File: src/rtl/rf3_pkg.sv
`timescale 1ns / 1ps
// ----------------------------------------------------------------------------
// rf3_pkg
// Shared constants and types of the 3x3 rank-order filter.
// ----------------------------------------------------------------------------
package rf3_pkg;

    localparam int PIX_W     = 8;
    localparam int MAX_LINE  = 1024;
    localparam int ROW_LIMIT = 1024;
    localparam int COL_W     = $clog2(MAX_LINE);
    localparam int ROW_W     = $clog2(ROW_LIMIT);
    localparam int WD_W      = COL_W + 1;
    localparam int HT_W      = ROW_W + 1;
    localparam int COORD_W   = 10;

    localparam int NWIN      = 9;
    localparam int NHIST     = 6;
    localparam int RANK_W    = 4;
    localparam int RANK_MAX  = 8;

    localparam int CFG_W     = 11;
    localparam int CFG_IDX_W = 2;
    localparam logic [CFG_IDX_W-1:0] CFG_RANK   = 2'd0;
    localparam logic [CFG_IDX_W-1:0] CFG_WIDTH  = 2'd1;
    localparam logic [CFG_IDX_W-1:0] CFG_HEIGHT = 2'd2;

    localparam logic [RANK_W-1:0] RANK_RESET   = 4'd4;
    localparam logic [WD_W-1:0]   WIDTH_RESET  = WD_W'(640);
    localparam logic [HT_W-1:0]   HEIGHT_RESET = HT_W'(480);
    localparam int                DIM_MIN      = 3;

    localparam int Q_DEPTH = 4;
    localparam int Q_PTR_W = $clog2(Q_DEPTH);
    localparam int Q_CNT_W = $clog2(Q_DEPTH + 1);

    typedef struct packed {
        logic [NWIN-1:0][PIX_W-1:0] win;
        logic [COORD_W-1:0]         col;
        logic [COORD_W-1:0]         row;
        logic                       last;
    } t_item;

endpackage

File: src/rtl/rf3_back.sv
`timescale 1ns / 1ps
// ----------------------------------------------------------------------------
// rf3_back
// Rank selection over a nine-value window: pairwise compare stage, then
// position count and select into the output register.
// ----------------------------------------------------------------------------
module rf3_back (
    input  logic                         i_clk,
    input  logic                         i_rst_n,
    input  logic [rf3_pkg::Q_CNT_W-1:0]  i_q_count,
    input  rf3_pkg::t_item               i_head,
    output logic                         o_pop,
    input  logic [rf3_pkg::RANK_W-1:0]   i_rank,
    output logic                         o_out_valid,
    input  logic                         i_out_stall,
    output logic [rf3_pkg::PIX_W-1:0]    o_ranked_value,
    output logic [rf3_pkg::COORD_W-1:0]  o_center_col,
    output logic [rf3_pkg::COORD_W-1:0]  o_center_row,
    output logic                         o_frame_last
);

    logic                                         r_a_valid;
    rf3_pkg::t_item                               r_a_item;
    logic [rf3_pkg::NWIN-1:0][rf3_pkg::NWIN-1:0]  r_a_less;

    logic                         r_o_valid;
    logic [rf3_pkg::PIX_W-1:0]    r_o_value;
    logic [rf3_pkg::COORD_W-1:0]  r_o_col;
    logic [rf3_pkg::COORD_W-1:0]  r_o_row;
    logic                         r_o_last;

    logic                                         adv_o;
    logic                                         adv_a;
    logic [rf3_pkg::NWIN-1:0][rf3_pkg::NWIN-1:0]  less;
    logic [rf3_pkg::NWIN-1:0]                     sel;
    logic [rf3_pkg::PIX_W-1:0]                    value;

    assign adv_o = !r_o_valid || !i_out_stall;
    assign adv_a = !r_a_valid || adv_o;
    assign o_pop = (i_q_count != '0) && adv_a;

    // stable order: ties broken by window slot
    always_comb begin
        for (int i = 0; i < rf3_pkg::NWIN; i++) begin
            for (int j = 0; j < rf3_pkg::NWIN; j++) begin
                less[i][j] = (i_head.win[j] < i_head.win[i]) ||
                             ((i_head.win[j] == i_head.win[i]) && (j < i));
            end
        end
    end

    always_comb begin
        value = '0;
        for (int i = 0; i < rf3_pkg::NWIN; i++) begin
            sel[i] = (rf3_pkg::RANK_W'($countones(r_a_less[i])) == i_rank);
            value  = value | (sel[i] ? r_a_item.win[i] : '0);
        end
    end

    always_ff @(posedge i_clk) begin
        if (!i_rst_n) begin
            r_a_valid <= 1'b0;
            r_o_valid <= 1'b0;
        end else begin
            if (adv_a) begin
                r_a_valid <= o_pop;
            end
            if (adv_o) begin
                r_o_valid <= r_a_valid;
            end
        end
    end

    always_ff @(posedge i_clk) begin
        if (o_pop) begin
            r_a_item <= i_head;
            r_a_less <= less;
        end
        if (adv_o && r_a_valid) begin
            r_o_value <= value;
            r_o_col   <= r_a_item.col;
            r_o_row   <= r_a_item.row;
            r_o_last  <= r_a_item.last;
        end
    end

    assign o_out_valid    = r_o_valid;
    assign o_ranked_value = r_o_value;
    assign o_center_col   = r_o_col;
    assign o_center_row   = r_o_row;
    assign o_frame_last   = r_o_last;

    a_sel_onehot: assert property (@(posedge i_clk) disable iff (!i_rst_n)
        r_a_valid |-> $onehot(sel))
        else $error("rank select does not pick exactly one window value");

endmodule

File: config.mk
export PLATFORM = sky130hd
export DESIGN_NAME = rf3_back
export DESIGN_NICKNAME = d
export VERILOG_FILES = /design/src/rtl/rf3_pkg.sv /design/src/rtl/rf3_back.sv
export SDC_FILE = /design/constraint.sdc
export NUM_CORES = 1
export LEC_CHECK = 0
export BUFFER_PORTS_ARGS = -buffer_cell sky130_fd_sc_hd__buf_4
export CORE_ASPECT_RATIO = 1.75
export CORE_MARGIN = 2
export CORE_UTILIZATION = 40
export CTS_BUF_LIST = sky130_fd_sc_hd__clkbuf_2 sky130_fd_sc_hd__clkbuf_4 sky130_fd_sc_hd__clkbuf_8
export DETAILED_ROUTE_END_ITERATION = 7
export HOLD_SLACK_MARGIN = 0.15
export SLEW_MARGIN = 5
export SYNTH_ARGS = -nofsm -noshare
export SYNTH_HDL_FRONTEND = slang
export SYNTH_SLANG_ARGS = --single-unit
File: constraint.sdc
create_clock -name i_clk -period 12.7 [get_ports i_clk]
set_input_delay 1.905 -clock i_clk [delete_from_list [all_inputs] [get_ports i_clk]]
set_output_delay 1.905 -clock i_clk [all_outputs]
set_load 0.05 [all_outputs]
==> results.py, run 1 <==
metrics = {
    "worst_setup_path": {
        "critPathKind": "in2out",
        "critPathLaunchType": "input pin",
        "path_buf_inv": 3,
        "worstRegToRegCells": 12,
        "crit_slowest_cell": "buf_12",
        "path_common_cell": "buf_4",
        "worstPathCellList": "buf_4, a31oi_4, buf_12, buf_4",
        "crit_required_ps": 10800,
        "crit_path_end_kind": "output port",
        "critPathMaxStageDelay_ps": 650,
        "crit_family": "buffers and inverters",
        "critical_path_depth": 4,
        "regToRegSetupSlack_ps": 8560,
        "critPathMaxFanout": 166,
        "crit_arrival_ps": 3330,
    },
    "routing": {
        "dr.pass1.iters": 8,
        "wl_per_cell_um": 26.2,
        "routed-via-count": 10800,
        "totalWireLength_um": 48800,
        "drc": 0,
        "via_per_inst": 5.81,
        "detail-route-antenna-nets": 0,
        "drt_iter0_markers": 685,
    },
    "clock_network": {
        "postCtsHoldBufs": 0,
        "cts_resized": 0,
        "clock_latency_ps": 520,
        "cts_inserted_buffers": 17,
        "h-tree-depth": 4,
        "cts_setup_buffers": 0,
        "root_buffer": "clkbuf_8",
        "cts.sinks": 196,
        "clkTransAtPathRegs_ps": 100,
        "cts_tree": "built",
        "clock_path_buffers": 2,
    },
    "pwr": {
        "ir_worst_vdd_mv": 0.0609,
        "total_leakage_power_nw": 8.05,
        "power_density_nw_per_um2": 134,
        "total_power_mw": 2.29,
    },
    "sta": {
        "relSlewSlack": 0.235,
        "clock_skew_ps": 16.5,
        "rsz0062_at_grt": "false",
        "finalCritPeriodShare": 0.412,
        "setup-tns-final_ps": 0,
        "setup_viol": 0,
        "finalCriticalPeriod_ps": 5240,
        "finalHoldViolCount": 0,
        "fmax_mhz": 191,
        "maxSlewViolCount": 0,
        "tightest_slew_ps": 1140,
    },
    "outcome": {
        "outcome": "completed",
    },
    "synth": {
        "synth-main-ff-cell": "edfxtp_1",
        "ys_seq_area_frac": 0.391,
        "syn-cell-area_sq_um": 15000,
        "synth_cell_type_count": 39,
        "synth_area_leaders": "edfxtp_1 39%, ha_1 28%, a21o_1 5.3%, fa_1 4.8%, inv_1 3.5%",
        "synth_top_cell_by_area": "edfxtp_1",
        "syn_inst": 1225,
        "ys_ff_latch": 196,
        "synth.top_cell.area_share": 0.389,
        "yosys_warnings": 0,
        "synth_enable_flop_cells": 194,
        "ys_async_sr_fraction": 0,
        "synth.net_count": 1703,
        "syn_avg_cell_area_sq_um": 12.2,
    },
    "cells_and_area": {
        "layout-drive-gt1-share": 0.130,
        "final.fill_count": 3438,
        "area_growth_syn_to_layout_pct": 13.6,
        "design_area_sq_um": 17000,
        "final_nets": 1853,
    },
    "flow_run": {
        "maxCapViolCount": 0,
    },
    "grt": {
        "antenna_found_initial": 1,
        "grt_max_degree": 167,
        "grt_pass1_wl_um": 69700,
        "grt-ovfl-total": 0,
        "grt_util_all_layers": 0.253,
        "grt_pass1_vias": 11100,
    },
    "floorplanning": {
        "die_h_um": 260,
        "start_util": 0.406,
        "fp.dieW_um": 150,
        "coreArea_sq_um": 36900,
        "ioPinCount": 134,
        "dieArea_sq_um": 39100,
        "rows": 93,
    },
    "hold_path": {
        "hp-class": "reg2reg",
        "hold_depth": 0,
    },
    "place": {
        "port_buffers": 133,
        "gp_congestion": 0.952,
        "place_area_sq_um": 16600,
        "dp_hpwl_um": 37600,
    },
}
logic make-up after synthesis:
logic type,count (synthesis),share of synthesized area
and+or+nand+nor,143,0.0607
buffers and inverters,144,0.0381
xor gates and xnor gates,35,0.0229
DFF,196,0.391
AOI/OAI and AO/OA,332,0.156
adders and majority gates,375,0.331
metal layers:
layer / part of all wire / GRT usage / vias up / wire, um
li1: - / - / 5036 / -
met5: 0 / 0 / - / 0
met4: 0.092 / 0.200 / 0 / 4480
met3: 0.031 / 0.0304 / 134 / 1490
met2: 0.52 / 0.452 / 310 / 25400
met1: 0.36 / 0.264 / 5349 / 17400
power breakdown:
part	switching (mW)	total [mW]	internal (mW)
Clock	0.247	0.447	0.199
Sequential	0.0298	0.843	0.813
Combinational	0.604	1.00	0.396
Total	0.881	2.29	1.41
per-stage QoR:
stage          cells  setup slack [ps]  utilization  hold WS (ps)
6_report        1863              7460        0.462           422
5_1_grt         1863              7380        0.462           420
4_1_cts         1862              7450        0.462           425
3_5_place_dp    1831              7450        0.450           405
3_3_place_gp    1831              7480        0.450           403
2_1_floorplan   1225              3520            -           400
synth_stat cells, types with 2 or more instances:
master / n
nand4_1: 70
o22ai_1: 29
o21ai_0: 42
inv_1: 139
and3_1: 2
ha_1: 339
nor2b_1: 31
o22a_1: 28
edfxtp_1: 194
o2111a_1: 2
nand3_1: 20
a21o_1: 105
xor2_1: 17
a222oi_1: 8
xnor2_1: 14
nor4_2: 3
buf_6: 4
a22o_1: 8
a22oi_1: 8
nor2_1: 7
nor4_4: 3
xor2_2: 3
nor3_1: 2
a211oi_1: 6
a221oi_1: 8
dfxtp_1: 2
a21boi_0: 2
a21oi_1: 43
fa_1: 36
o21a_1: 39
nand2_1: 3
flip-flops by register name, summed over array words and instances, names as in the netlist:
name            flops
o_center_col       10
o_center_row       10
o_frame_last        1
o_out_valid         1
o_ranked_value      8
r_a_item           93
r_a_less           72
r_a_valid           1
cells in the final DEF, fill, tap and decap left out, types with 2 or more instances in the layout:
cell type | Yosys | routed
nand2_1 | 3 | 3
clkinv_2 | 0 | 2
xor2_2 | 3 | 3
a221oi_1 | 8 | 8
o22ai_1 | 29 | 29
clkinv_4 | 0 | 2
a222oi_1 | 8 | 8
buf_4 | 0 | 134
clkinvlp_4 | 0 | 2
a211oi_1 | 6 | 6
xnor2_1 | 14 | 14
and3_1 | 2 | 2
a22o_1 | 8 | 8
a21oi_1 | 43 | 43
nand4_1 | 70 | 70
o2111a_1 | 2 | 2
nand3_1 | 20 | 20
fa_1 | 36 | 36
inv_6 | 0 | 2
nor4_4 | 3 | 5
o22a_1 | 28 | 28
nor3_1 | 2 | 2
o21a_1 | 39 | 39
a21o_1 | 105 | 105
xor2_1 | 17 | 17
edfxtp_1 | 194 | 194
a22oi_1 | 8 | 8
nor2_1 | 7 | 7
inv_1 | 139 | 139
o21ai_0 | 42 | 42
nor2b_1 | 31 | 31
clkbuf_8 | 0 | 17
bufinv_16 | 0 | 3
dfxtp_1 | 2 | 2
ha_1 | 339 | 339
final timing paths:
kind,startpoint,end
max,i_out_stall,o_pop
min,r_a_item[7],o_center_row[6]
min reg2reg,r_a_item[7],o_center_row[6]
max reg2reg,r_a_less[1],o_ranked_value[0]
worst reg2reg max path: stages, from the launching register on:
cell and delay [ps]:
edfxtp_1 380, ha_1 300, inv_1 70, fa_1 420, fa_1 460, fa_1 400, inv_1 80, fa_1 420
xnor2_1 200, nand3_2 120, a311oi_4 700, a222oi_1 270, nand3_1 170
final cells by class:
type | count | area (sq um) | share of cell area
clock inverters | 13 | 178 | 0.0104
well taps | 475 | 594 | 0.0349
clock buffers | 18 | 241 | 0.0142
flip-flops and latches | 196 | 5870 | 0.344
inverters | 140 | 526 | 0.0308
diodes | 1 | 2.50 | 0.000147
repair buffers | 135 | 1030 | 0.0602
multi-input cells | 885 | 8600 | 0.505
Note: power is estimated with default switching activity, not from simulation.
==> run 2, diff against run 1 <==
Clock period 12.7 ns to 5.1 ns, I/O delays scaled along.
==> results.py, run 2 (synthesis results as in run 1) <==
metrics = {
    "hold_path": {
        "hp-class": "in2reg",
        "hold_depth": 1,
    },
    "worst_setup_path": {
        "regToRegSetupSlack_ps": 1080,
        "crit_path_end_kind": "flip-flop",
        "worstRegToRegCells": 12,
        "critPathLaunchType": "flip-flop",
        "crit_arrival_ps": 4390,
        "critPathKind": "reg2reg",
        "crit_required_ps": 5470,
        "critPathMaxFanout": 8,
    },
    "clock_network": {
        "clkTransAtPathRegs_ps": 110,
        "postCtsHoldBufs": 0,
        "cts.sinks": 196,
        "cts_setup_buffers": 0,
        "cts_inserted_buffers": 17,
        "cts_tree": "built",
        "clock_path_buffers": 2,
        "clock_latency_ps": 510,
        "h-tree-depth": 4,
        "cts_resized": 0,
        "root_buffer": "clkbuf_8",
    },
    "floorplanning": {
        "start_util": 0.406,
        "rows": 93,
        "die_h_um": 260,
        "dieArea_sq_um": 39100,
        "fp.dieW_um": 150,
        "ioPinCount": 134,
        "coreArea_sq_um": 36900,
    },
    "grt": {
        "grt-ovfl-total": 0,
        "antenna_found_initial": 1,
        "grt_pass1_wl_um": 70300,
        "grt_pass1_vias": 11400,
        "grt_max_degree": 166,
        "grt_util_all_layers": 0.255,
    },
    "routing": {
        "detail-route-antenna-nets": 0,
        "totalWireLength_um": 48900,
        "dr.pass1.iters": 8,
        "drt_iter0_markers": 671,
        "drc": 0,
        "wl_per_cell_um": 26.2,
        "via_per_inst": 5.89,
        "routed-via-count": 11000,
    },
    "pwr": {
        "total_leakage_power_nw": 8.03,
        "ir_worst_vdd_mv": 0.165,
        "power_density_nw_per_um2": 327,
    },
    "place": {
        "place_area_sq_um": 16600,
        "place_ws_ps": 1150,
        "port_buffers": 133,
        "gp_congestion": 0.913,
        "dp_hpwl_um": 38400,
    },
    "cells_and_area": {
        "design_area_sq_um": 17000,
        "reg_top3": "r_a_item x93, r_a_less x72",
        "mostFrequentLayoutCells": "339 x ha_1, 194 x edfxtp_1, 139 x inv_1",
        "final_common_cell": "ha_1",
        "largest-register": "r_a_item",
        "area_growth_syn_to_layout_pct": 13.2,
        "final_nets": 1855,
        "layout-drive-gt1-share": 0.130,
        "largest_reg_flops": 93,
    },
    "outcome": {
        "outcome": "completed",
    },
    "sta": {
        "finalHoldViolCount": 0,
        "maxSlewViolCount": 0,
        "relSlewSlack": 0.279,
        "finalCriticalPeriod_ps": 4020,
        "setup_viol": 0,
        "setup-tns-final_ps": 0,
        "clock_skew_ps": 18.1,
        "finalCritPeriodShare": 0.788,
        "tightest_slew_ps": 1080,
        "rsz0062_at_grt": "false",
        "postLayoutSetupSlackWorst_ps": 1080,
        "whs_ps": 417,
        "fmax_mhz": 249,
    },
    "flow_run": {
        "maxCapViolCount": 0,
    },
}
[run 2: final cells by class]
class | instances | area, sq um
flip-flops and latches | 196 | 5870
clock buffers | 17 | 234
multi-input cells | 885 | 8580
fillers | 3399 | 19900
inverters | 140 | 526
diodes | 1 | 2.50
well taps | 475 | 594
clock inverters | 12 | 120
repair buffers | 137 | 1040
[run 2: routing by layer]
layer | global-route usage | vias up | share of wire
met2 | 0.460 | 390 | 0.52
met5 | 0 | - | 0
met4 | 0.208 | 0 | 0.096
li1 | - | 5030 | -
met3 | 0.0298 | 147 | 0.037
met1 | 0.258 | 5399 | 0.34
[run 2: stage by stage]
stage,instances,power [mW],utilization
detailed placement,1833,4.57,0.450
global route,1863,5.86,0.460
CTS,1862,5.58,0.460
finish,1863,5.54,0.460
floorplan,1225,3.80,-
global placement,1833,4.48,0.450
[run 2: worst paths after layout]
| kind | startpoint | to |
|---|---|---|
| worst max-delay path | r_a_less[1] | o_ranked_value[5] |
| worst max register to register | r_a_less[1] | o_ranked_value[5] |
| worst min register to register | r_a_item[13] | o_center_col[2] |
| worst min-delay path | i_head[0] | r_a_item[0] |
[run 2: critical path, stage by stage, from the launching register on]
cell,delay [ps]
edfxtp_1,390
ha_1,290
inv_1,50
fa_1,490
fa_1,440
fa_1,390
inv_1,80
fa_1,420
xnor2_1,190
nand3_2,120
a311oi_4,640
a222oi_1,250
nand3_1,150
[run 2: report_power, final]
part           switching (mW)  internal [mW]
clock                   0.614          0.391
combinational            1.44          0.986
sequential             0.0824           2.03
