==> config.mk <==
export PLATFORM = sky130hd
export DESIGN_NAME = rf3_fifo
export DESIGN_NICKNAME = d
export VERILOG_FILES = /design/src/rtl/rf3_pkg.sv /design/src/rtl/rf3_fifo.sv
export SDC_FILE = /design/constraint.sdc
export NUM_CORES = 1
export LEC_CHECK = 0
export BUFFER_PORTS_ARGS = -buffer_cell sky130_fd_sc_hd__buf_2
export CAP_MARGIN = 20
export CORE_MARGIN = 2
export CORE_UTILIZATION = 60
export CTS_BUF_LIST = sky130_fd_sc_hd__clkbuf_2
export CTS_CLUSTER_DIAMETER = 100
export DETAILED_ROUTE_END_ITERATION = 6
export GPL_TIMING_DRIVEN = 0
export HOLD_SLACK_MARGIN = 0.15
export PLACE_DENSITY = 0.9
export SYNTH_ARGS = -nofsm -noshare
export SYNTH_HDL_FRONTEND = slang
export SYNTH_SLANG_ARGS = --single-unit
==> constraint.sdc <==
create_clock -name i_clk -period 8.91 [get_ports i_clk]
set_input_delay 1.3365 -clock i_clk [delete_from_list [all_inputs] [get_ports i_clk]]
set_output_delay 1.3365 -clock i_clk [all_outputs]
set_load 0.1 [all_outputs]
==> src/rtl/rf3_pkg.sv <==
`timescale 1ns / 1ps
// ----------------------------------------------------------------------------
// rf3_pkg
// Shared constants and types of the 3x3 rank-order filter.
// ----------------------------------------------------------------------------
package rf3_pkg;

    localparam int PIX_W     = 8;
    localparam int MAX_LINE  = 1024;
    localparam int ROW_LIMIT = 1024;
    localparam int COL_W     = $clog2(MAX_LINE);
    localparam int ROW_W     = $clog2(ROW_LIMIT);
    localparam int WD_W      = COL_W + 1;
    localparam int HT_W      = ROW_W + 1;
    localparam int COORD_W   = 10;

    localparam int NWIN      = 9;
    localparam int NHIST     = 6;
    localparam int RANK_W    = 4;
    localparam int RANK_MAX  = 8;

    localparam int CFG_W     = 11;
    localparam int CFG_IDX_W = 2;
    localparam logic [CFG_IDX_W-1:0] CFG_RANK   = 2'd0;
    localparam logic [CFG_IDX_W-1:0] CFG_WIDTH  = 2'd1;
    localparam logic [CFG_IDX_W-1:0] CFG_HEIGHT = 2'd2;

    localparam logic [RANK_W-1:0] RANK_RESET   = 4'd4;
    localparam logic [WD_W-1:0]   WIDTH_RESET  = WD_W'(640);
    localparam logic [HT_W-1:0]   HEIGHT_RESET = HT_W'(480);
    localparam int                DIM_MIN      = 3;

    localparam int Q_DEPTH = 4;
    localparam int Q_PTR_W = $clog2(Q_DEPTH);
    localparam int Q_CNT_W = $clog2(Q_DEPTH + 1);

    typedef struct packed {
        logic [NWIN-1:0][PIX_W-1:0] win;
        logic [COORD_W-1:0]         col;
        logic [COORD_W-1:0]         row;
        logic                       last;
    } t_item;

endpackage

==> src/rtl/rf3_fifo.sv <==
`timescale 1ns / 1ps
// ----------------------------------------------------------------------------
// rf3_fifo
// Short window queue between the front and the sorting back end.
// ----------------------------------------------------------------------------
module rf3_fifo (
    input  logic                        i_clk,
    input  logic                        i_rst_n,
    input  logic                        i_push,
    input  rf3_pkg::t_item              i_item,
    input  logic                        i_pop,
    output rf3_pkg::t_item              o_head,
    output logic [rf3_pkg::Q_CNT_W-1:0] o_count
);

    rf3_pkg::t_item              r_mem [rf3_pkg::Q_DEPTH];
    logic [rf3_pkg::Q_PTR_W-1:0] r_head;
    logic [rf3_pkg::Q_PTR_W-1:0] r_tail;
    logic [rf3_pkg::Q_CNT_W-1:0] r_count;

    always_ff @(posedge i_clk) begin
        if (i_push) begin
            r_mem[r_tail] <= i_item;
        end
    end

    always_ff @(posedge i_clk) begin
        if (!i_rst_n) begin
            r_head  <= '0;
            r_tail  <= '0;
            r_count <= '0;
        end else begin
            if (i_push) begin
                r_tail <= r_tail + 1'b1;
            end
            if (i_pop) begin
                r_head <= r_head + 1'b1;
            end
            case ({i_push, i_pop})
                2'b10:   r_count <= r_count + 1'b1;
                2'b01:   r_count <= r_count - 1'b1;
                default: r_count <= r_count;
            endcase
        end
    end

    assign o_head  = r_mem[r_head];
    assign o_count = r_count;

    a_no_overflow: assert property (@(posedge i_clk) disable iff (!i_rst_n)
        i_push |-> (r_count != rf3_pkg::Q_CNT_W'(rf3_pkg::Q_DEPTH)))
        else $error("window queue overflow");

    a_no_underflow: assert property (@(posedge i_clk) disable iff (!i_rst_n)
        i_pop |-> (r_count != '0))
        else $error("window queue underflow");

endmodule

==> reports/summary.log, run 1 <==
qor: critical_path.critical-path-max-stage-delay 440 ps
qor: sta.hold_violation_count_in_the_final_report 0
qor: run.cap_violations 0
qor: cts.htree_levels 3
qor: worst_hold_path.hold_class flip-flop to flip-flop
qor: cts.tritoncts done
qor: placed_design.placedInstanceArea 15300 um^2
qor: critical_path.worstSetupEndpointType output pin
qor: power.power.density 246 nW/um^2
qor: power.net-switching-power 1.32 mW
qor: floorplan.dieArea 24300 um^2
qor: synthesis.synth_area_leader_cell sky130_fd_sc_hd__edfxtp_1
qor: synthesis.synthesized_instance_count 529
qor: power.share_of_power_burned_in_combinational_logic 0.211
qor: floorplan.die_w 156 um
qor: synthesis.synthDominantCellAreaShare 0.806
qor: synthesis.mappedNetlistArea 13900 um^2
qor: critical_path.data_required_time_at_the_worst_endpoint 7570 ps
qor: cells_and_area.layout_nets 919
qor: critical_path.path_cells buf_2 -> buf_2 -> mux4_2 -> buf_2
qor: synthesis.xor_and_xnor_area_share_after_synthesis 0.00316
qor: power.worst_ir_drop_vdd 0.000159 V
qor: critical_path.crit_top_cell sky130_fd_sc_hd__buf_2
qor: synthesis.syn_area_per_cell 26.2 um^2
qor: critical_path.reg2regPathDepth 4
qor: placed_design.placement.setup.worst_slack 5850 ps
qor: cts.root_buffer sky130_fd_sc_hd__clkbuf_2
qor: critical_path.worst_setup_path_start_kind flip-flop
qor: detailed_routing.drt_iter0_markers 386
qor: critical_path.critical_path.max_fanout 10
qor: sta.final_max_slew_viol_count 0
qor: placed_design.place_hpwl 15200 um
qor: sta.finalWorstPathRequiredPeriod 3890 ps
qor: status.outcome complete, no violations
qor: sta.setup-tns-final 0 ps
qor: sta.worst_pin_slew 811 ps
qor: sta.maxClockFrequency 257 MHz
qor: floorplan.fp-row-count 55
qor: synthesis.postSynthRegisterBits 381
qor: sta.slew_headroom 0.459
qor: cts.clkLatencyLatePin 850 ps
qor: global_routing.grt_max_degree 50
qor: power.power.clock.fraction 0.267
qor: cells_and_area.synthToLayoutAreaGrowth 16.4%
qor: placed_design.dp_cells 1010
qor: power.leakage 5.66 nW
qor: placed_design.buffer_ports.inserted 192
qor: cts.cts_post_setup_buffers_inserted 0
qor: cts.cts.hold.buffers_added 0
qor: cts.cts.repair.resized 0
qor: placed_design.place.gp.congestion 0.740
qor: critical_path.endpoint_arrival_time_on_the_critical_path 2550 ps
qor: sta.timing.hold.ws 593 ps
qor: cells_and_area.most-common-layout-cells sky130_fd_sc_hd__edfxtp_1, sky130_fd_sc_hd__buf_2, sky130_fd_sc_hd__clkbuf_2, sky130_fd_sc_hd__mux4_2, sky130_fd_sc_hd__clkinv_1
qor: synthesis.synth-simple-area-share 0.00596
qor: critical_path.worstSetupPathType flip-flop to output pin
qor: detailed_routing.detail_route.vias_per_cell 5.51
qor: sta.worst_slack 5020 ps
qor: synthesis.ys_top_cells_by_area sky130_fd_sc_hd__edfxtp_1, sky130_fd_sc_hd__mux4_2, sky130_fd_sc_hd__dfxtp_1
qor: floorplan.die_height 156 um
qor: critical_path.timing.critical_path.to o_head[72]
qor: critical_path.timing.rr.start r_tail[0]$_SDFFE_PN0P_
qor: synthesis.synth-adder-area-share 0.00596
qor: synthesis.synth_nets 632
qor: cells_and_area.drive_gt1_frac 0.507
qor: floorplan.io_pins 193
qor: global_routing.grt_pass1_vias 7203
qor: detailed_routing.routed-via-count 6507
qor: cells_and_area.final_area 16100 um^2
qor: cts.max-clock-path-buffers 3
qor: floorplan.initial_core_util 0.612
qor: detailed_routing.drt-wirelength-per-cell 20.9 um
qor: power.power_report.internal_total 2.66 mW
qor: synthesis.complex_gate_fraction_of_the_synthesized_area 0.00126
qor: critical_path.register_to_register_setup_slack 6910 ps
qor: synthesis.synth.yosys.warnings 0
qor: power.switching_share 0.331
qor: sta.final.setup_skew 36.8 ps
qor: critical_path.slowest_stage sky130_fd_sc_hd__buf_2
qor: synthesis.synth.area.mux_share 0.152
qor: cells_and_area.final_cells 1182
qor: cts.clkSlewWorstSetupHoldPaths 110 ps
qor: floorplan.core_area 22600 um^2
qor: global_routing.grt_use_total 0.208
qor: sta.min_period_over_period 0.436
qor: critical_path.crit-reg2reg-capture r_mem[0][42]$_DFFE_PP_
qor: global_routing.antenna_found_initial 6
qor: sta.rsz0062_at_grt false
qor: detailed_routing.ant_nets 0
qor: detailed_routing.post-route-drc-count 0
qor: synthesis.largest_family_of_logic_cells_by_synthesized_area multiplexers
qor: global_routing.grt_first_pass_wirelength 37500 um
qor: synthesis.ys_seq_area_frac 0.819
qor: power.sequentialPowerShare 0.522
qor: sta.finalSetupViolations 0
qor: detailed_routing.detailedRoute.firstPassIterationCount 4
qor: cts.tritoncts_num_sinks 381
qor: global_routing.grt_overflow 0
qor: cells_and_area.layout.cells.most_common sky130_fd_sc_hd__edfxtp_1
qor: synthesis.ys_types 19
qor: cts.cts_inserted_buffers 89
qor: detailed_routing.routed_wl 24700 um
per-layer routing:
metal	track usage	share of wire
met4	0.0743	0.012
met1	0.251	0.38
met2	0.350	0.52
met5	0	0
met3	0.0753	0.087
worst max-delay path: cells and delay by family (launching register included):
kind,cells,cell delay [ps]
buffers and inverters,3,1120
DFF,1,360
muxes,1,250
cells by family after synthesis:
kind of cell | after synthesis
flops | 381
mux | 94
compound gates | 3
simple gates | 14
buf+inv | 26
fa+ha+maj | 6
xor+xnor | 5
synth_stat cells:
cell	count
sky130_fd_sc_hd__buf_4	2
sky130_fd_sc_hd__clkbuf_1	2
sky130_fd_sc_hd__o21ai_0	2
sky130_fd_sc_hd__nor2b_1	1
sky130_fd_sc_hd__edfxtp_1	372
sky130_fd_sc_hd__buf_6	8
sky130_fd_sc_hd__dfxtp_1	9
sky130_fd_sc_hd__and2_1	10
sky130_fd_sc_hd__xor2_1	3
sky130_fd_sc_hd__nand2_1	2
sky130_fd_sc_hd__ha_1	5
sky130_fd_sc_hd__fa_1	1
sky130_fd_sc_hd__inv_1	6
sky130_fd_sc_hd__xnor2_1	2
sky130_fd_sc_hd__mux2i_1	1
sky130_fd_sc_hd__buf_2	8
sky130_fd_sc_hd__a21boi_0	1
sky130_fd_sc_hd__or3_1	1
sky130_fd_sc_hd__mux4_2	93
final cells by class:
cell class,instances,area [um^2]
Antenna cell,8,20.0
Buffer,20,153
Clock buffer,132,661
Clock inverter,32,158
Fill cell,1323,6510
Inverter,6,22.5
Multi-Input combinational cell,122,2340
Sequential cell,381,11400
Tap cell,285,357
Timing Repair Buffer,196,1070
power by group through the flow:
stage | Clock [mW] | Combinational, mW | Sequential (mW)
global route | 1.19 | 0.869 | 2.08
global placement | 0 | 0.822 | 2.12
detailed placement | 0 | 0.845 | 2.12
finish | 1.06 | 0.839 | 2.08
floorplan | 0 | 0.679 | 2.13
CTS | 1.10 | 0.846 | 2.08
stage by stage:
| stage | power [mW] | utilization |
|---|---|---|
| CTS | 4.02 | 0.712 |
| global route | 4.14 | 0.712 |
| floorplan | 2.81 | - |
| detailed placement | 2.96 | 0.676 |
| global placement | 2.94 | 0.670 |
| finish | 3.97 | 0.713 |
sequential cells by signal, summed over array words and instances (netlist names), named ones only:
| signal | flops |
|---|---|
| r_mem | 372 |
| o_count | 3 |
| r_head | 2 |
| r_tail | 2 |
worst min-delay path by stage:
| stage | startpoint | to | cells after the start |
|---|---|---|---|
| finish | o_count[2]$_SDFFE_PN0P_ | o_count[2]$_SDFFE_PN0P_ | 2 |
| global route | i_item[17] | r_mem[3][17]$_DFFE_PP_ | 1 |
| CTS | o_count[2]$_SDFFE_PN0P_ | o_count[2]$_SDFFE_PN0P_ | 2 |
| detailed placement | o_count[2]$_SDFFE_PN0P_ | o_count[2]$_SDFFE_PN0P_ | 2 |
| global placement | o_count[2]$_SDFFE_PN0P_ | o_count[2]$_SDFFE_PN0P_ | 2 |
| floorplan | r_tail[1]$_SDFFE_PN0P_ | r_tail[1]$_SDFFE_PN0P_ | 2 |
Power figures use the tool's default switching activity.
==> run 2: changes to the inputs <==
--- a/config.mk
+++ b/config.mk
@@ -8,13 +8,13 @@
 export BUFFER_PORTS_ARGS = -buffer_cell sky130_fd_sc_hd__buf_2
 export CAP_MARGIN = 20
 export CORE_MARGIN = 2
-export CORE_UTILIZATION = 60
+export CORE_UTILIZATION = 53
 export CTS_BUF_LIST = sky130_fd_sc_hd__clkbuf_2
 export CTS_CLUSTER_DIAMETER = 100
 export DETAILED_ROUTE_END_ITERATION = 6
 export GPL_TIMING_DRIVEN = 0
 export HOLD_SLACK_MARGIN = 0.15
-export PLACE_DENSITY = 0.9
+export PLACE_DENSITY = 0.84
 export SYNTH_ARGS = -nofsm -noshare
 export SYNTH_HDL_FRONTEND = slang
 export SYNTH_SLANG_ARGS = --single-unit
==> constraint.sdc (replaced) <==
create_clock -name i_clk -period 3.15 [get_ports i_clk]
set_input_delay 0.4725 -clock i_clk [delete_from_list [all_inputs] [get_ports i_clk]]
set_output_delay 0.4725 -clock i_clk [all_outputs]
set_load 0.1 [all_outputs]
==> run 2 against run 1 <==
Combinational power rose to 3.0 times the previous value. Clock skew grew 14 ps. First-iteration DRC count rose by 25%. Sequential share of layout area fell by 4.6 points. Non-clock buffer count up 97. Design area grew 7.0%. Largest cell class unchanged.
==> reports/summary.log, run 2 (same netlist as run 1, synthesis figures left out) <==
qor: sta.setup-tns-final 0 ps
qor: sta.finalWorstPathRequiredPeriod 2970 ps
qor: cells_and_area.synthToLayoutAreaGrowth 24.6%
qor: cts.cts_inserted_buffers 91
qor: detailed_routing.ant_nets 0
qor: worst_hold_path.hold_class primary input to flip-flop
qor: critical_path.data_required_time_at_the_worst_endpoint 2680 ps
qor: cts.clkLatencyLatePin 820 ps
qor: floorplan.io_pins 193
qor: critical_path.critical-path-max-stage-delay 540 ps
qor: sta.final_max_slew_viol_count 0
qor: floorplan.die_w 166 um
qor: cells_and_area.most-common-layout-cells sky130_fd_sc_hd__edfxtp_1, sky130_fd_sc_hd__buf_2, sky130_fd_sc_hd__clkbuf_2, sky130_fd_sc_hd__dlygate4sd3_1, sky130_fd_sc_hd__mux4_2
qor: sta.worst_pin_slew 725 ps
qor: floorplan.fp-row-count 59
qor: critical_path.path_cells buf_6 -> buf_6 -> mux4_2 -> clkbuf_4
qor: critical_path.cp.depth 4
qor: cells_and_area.drive_gt1_frac 0.456
qor: placed_design.dp_cells 1060
qor: cells_and_area.layout_nets 1018
qor: power.worst_ir_drop_vdd 0.000450 V
qor: global_routing.grt_pass1_vias 7816
qor: floorplan.initial_core_util 0.536
qor: cts.max-clock-path-buffers 3
qor: detailed_routing.met1Wirelength 10400 um
qor: cells_and_area.finalCoreUtilization 0.668
qor: cts.clkSlewWorstSetupHoldPaths 100 ps
qor: cts.root_buffer sky130_fd_sc_hd__clkbuf_2
qor: critical_path.reg2regPathDepth 6
qor: placed_design.place_hpwl 14800 um
qor: critical_path.timing.rr.start o_count[0]$_SDFFE_PN0P_
qor: detailed_routing.detailedRoute.firstPassIterationCount 5
qor: critical_path.crit-reg2reg-capture o_count[2]$_SDFFE_PN0P_
qor: sta.timing.hold.ws 377 ps
qor: cells_and_area.layout.cells.most_common sky130_fd_sc_hd__edfxtp_1
qor: placed_design.buffer_ports.inserted 192
qor: detailed_routing.met2_wirelength 13700 um
qor: global_routing.grt_first_pass_wirelength 41800 um
qor: worst_hold_path.worstHoldPathCells 2
qor: critical_path.worstSetupEndpointType output pin
qor: power.leakage 6.08 nW
qor: critical_path.critical_path.max_fanout 10
qor: global_routing.grt_use_total 0.198
qor: critical_path.crit_top_cell sky130_fd_sc_hd__buf_6
qor: cts.tritoncts done
qor: detailed_routing.drt-wirelength-per-cell 20.0 um
qor: detailed_routing.detail_route.vias_per_cell 5.20
qor: cells_and_area.largest_register_ffs 372
qor: detailed_routing.met3WireLength 1850 um
qor: detailed_routing.routed-via-count 6850
qor: run.cap_violations 0
qor: cells_and_area.max_flop_register r_mem
qor: sta.slew_headroom 0.516
qor: floorplan.core_area 25800 um^2
qor: critical_path.path_buf_inv 3
qor: sta.final.setup_skew 50.4 ps
qor: global_routing.grt_max_degree 58
qor: placed_design.place.gp.congestion 0.701
qor: cts.tritoncts_num_sinks 381
qor: cells_and_area.final_cells 1318
qor: critical_path.endpoint_arrival_time_on_the_critical_path 2500 ps
qor: detailed_routing.maxUsedRoutingLayer met4
qor: detailed_routing.post-route-drc-count 0
qor: status.outcome complete, no violations
qor: cts.htree_levels 3
qor: sta.finalSetupViolations 0
qor: critical_path.cpLargestDelayFamily buffers and inverters
qor: detailed_routing.drt_iter0_markers 484
qor: detailed_routing.routed_wl 26400 um
qor: floorplan.dieArea 27500 um^2
qor: critical_path.worstSetupPathType flip-flop to output pin
qor: cells_and_area.layout.filler_cells 1678
qor: power.power.density 661 nW/um^2
qor: critical_path.worst_setup_path_start_kind flip-flop
qor: critical_path.timing.critical_path.to o_head[29]
qor: critical_path.register_to_register_setup_slack 950 ps
qor: global_routing.antenna_found_initial 2
qor: power.power 11.4 mW
qor: sta.rsz0062_at_grt true
qor: sta.hold_violation_count_in_the_final_report 0
qor: global_routing.grt_overflow 0
qor: floorplan.die_height 166 um
qor: sta.min_period_over_period 0.944
qor: critical_path.slowest_stage sky130_fd_sc_hd__mux4_2
qor: sta.maxClockFrequency 336 MHz
[run 2: changes by cell type in the layout (fill, tap and decap cells not counted), sizes merged]
cell,change
buf,-35
clkbuf,+33
diode,-5
inv,-2
dlygate4sd3,+97
clkinv,-2
[run 2: where the power goes]
group | internal, mW | switching (mW)
combinational | 0.630 | 1.90
sequential | 5.81 | 0.0563
clock | 1.19 | 1.82
[run 2: worst min-delay path by stage]
stage	from	slack, ps	to
2_1_floorplan	r_tail[1]$_SDFFE_PN0P_	530	r_tail[1]$_SDFFE_PN0P_
3_3_place_gp	o_count[2]$_SDFFE_PN0P_	480	o_count[2]$_SDFFE_PN0P_
3_5_place_dp	o_count[2]$_SDFFE_PN0P_	500	o_count[2]$_SDFFE_PN0P_
4_1_cts	i_item[64]	260	r_mem[0][64]$_DFFE_PP_
5_1_grt	i_item[68]	220	r_mem[2][68]$_DFFE_PP_
6_report	i_item[33]	380	r_mem[1][33]$_DFFE_PP_
[run 2: cell type report]
type,instances,area [um^2],area share
tap,335,419,0.0243
clock buffer,130,651,0.0377
multi-input combinational,122,2340,0.136
clock inverter,28,150,0.00870
sequential,381,11400,0.657
timing repair buffer,293,2170,0.126
buffer,20,155,0.00899
antenna,3,7.51,0.000435
inverter,6,22.5,0.00130
[run 2: per-layer routing]
metal,track usage,vias up
met1,0.247,3424
met3,0.0624,43
met5,0,-
met4,0.0692,0
met2,0.332,269
li1,-,3114
[run 2: repair_timing]
item,4_1_cts,5_1_grt
endpoints found under the setup margin,16,34
hold buffers,97,0
pin swaps,0,0
gates resized for setup,16,35
hold endpoints to repair,381,0
buffers inserted,0,0
[run 2: through the flow]
stage               cell area [um^2]  worst slack (ps)
floorplan                      13900              11.6
global placement               15200             -1720
detailed placement             15400               901
CTS                            17200              2.19
global route                   17300             -14.9
finish                         17300               177
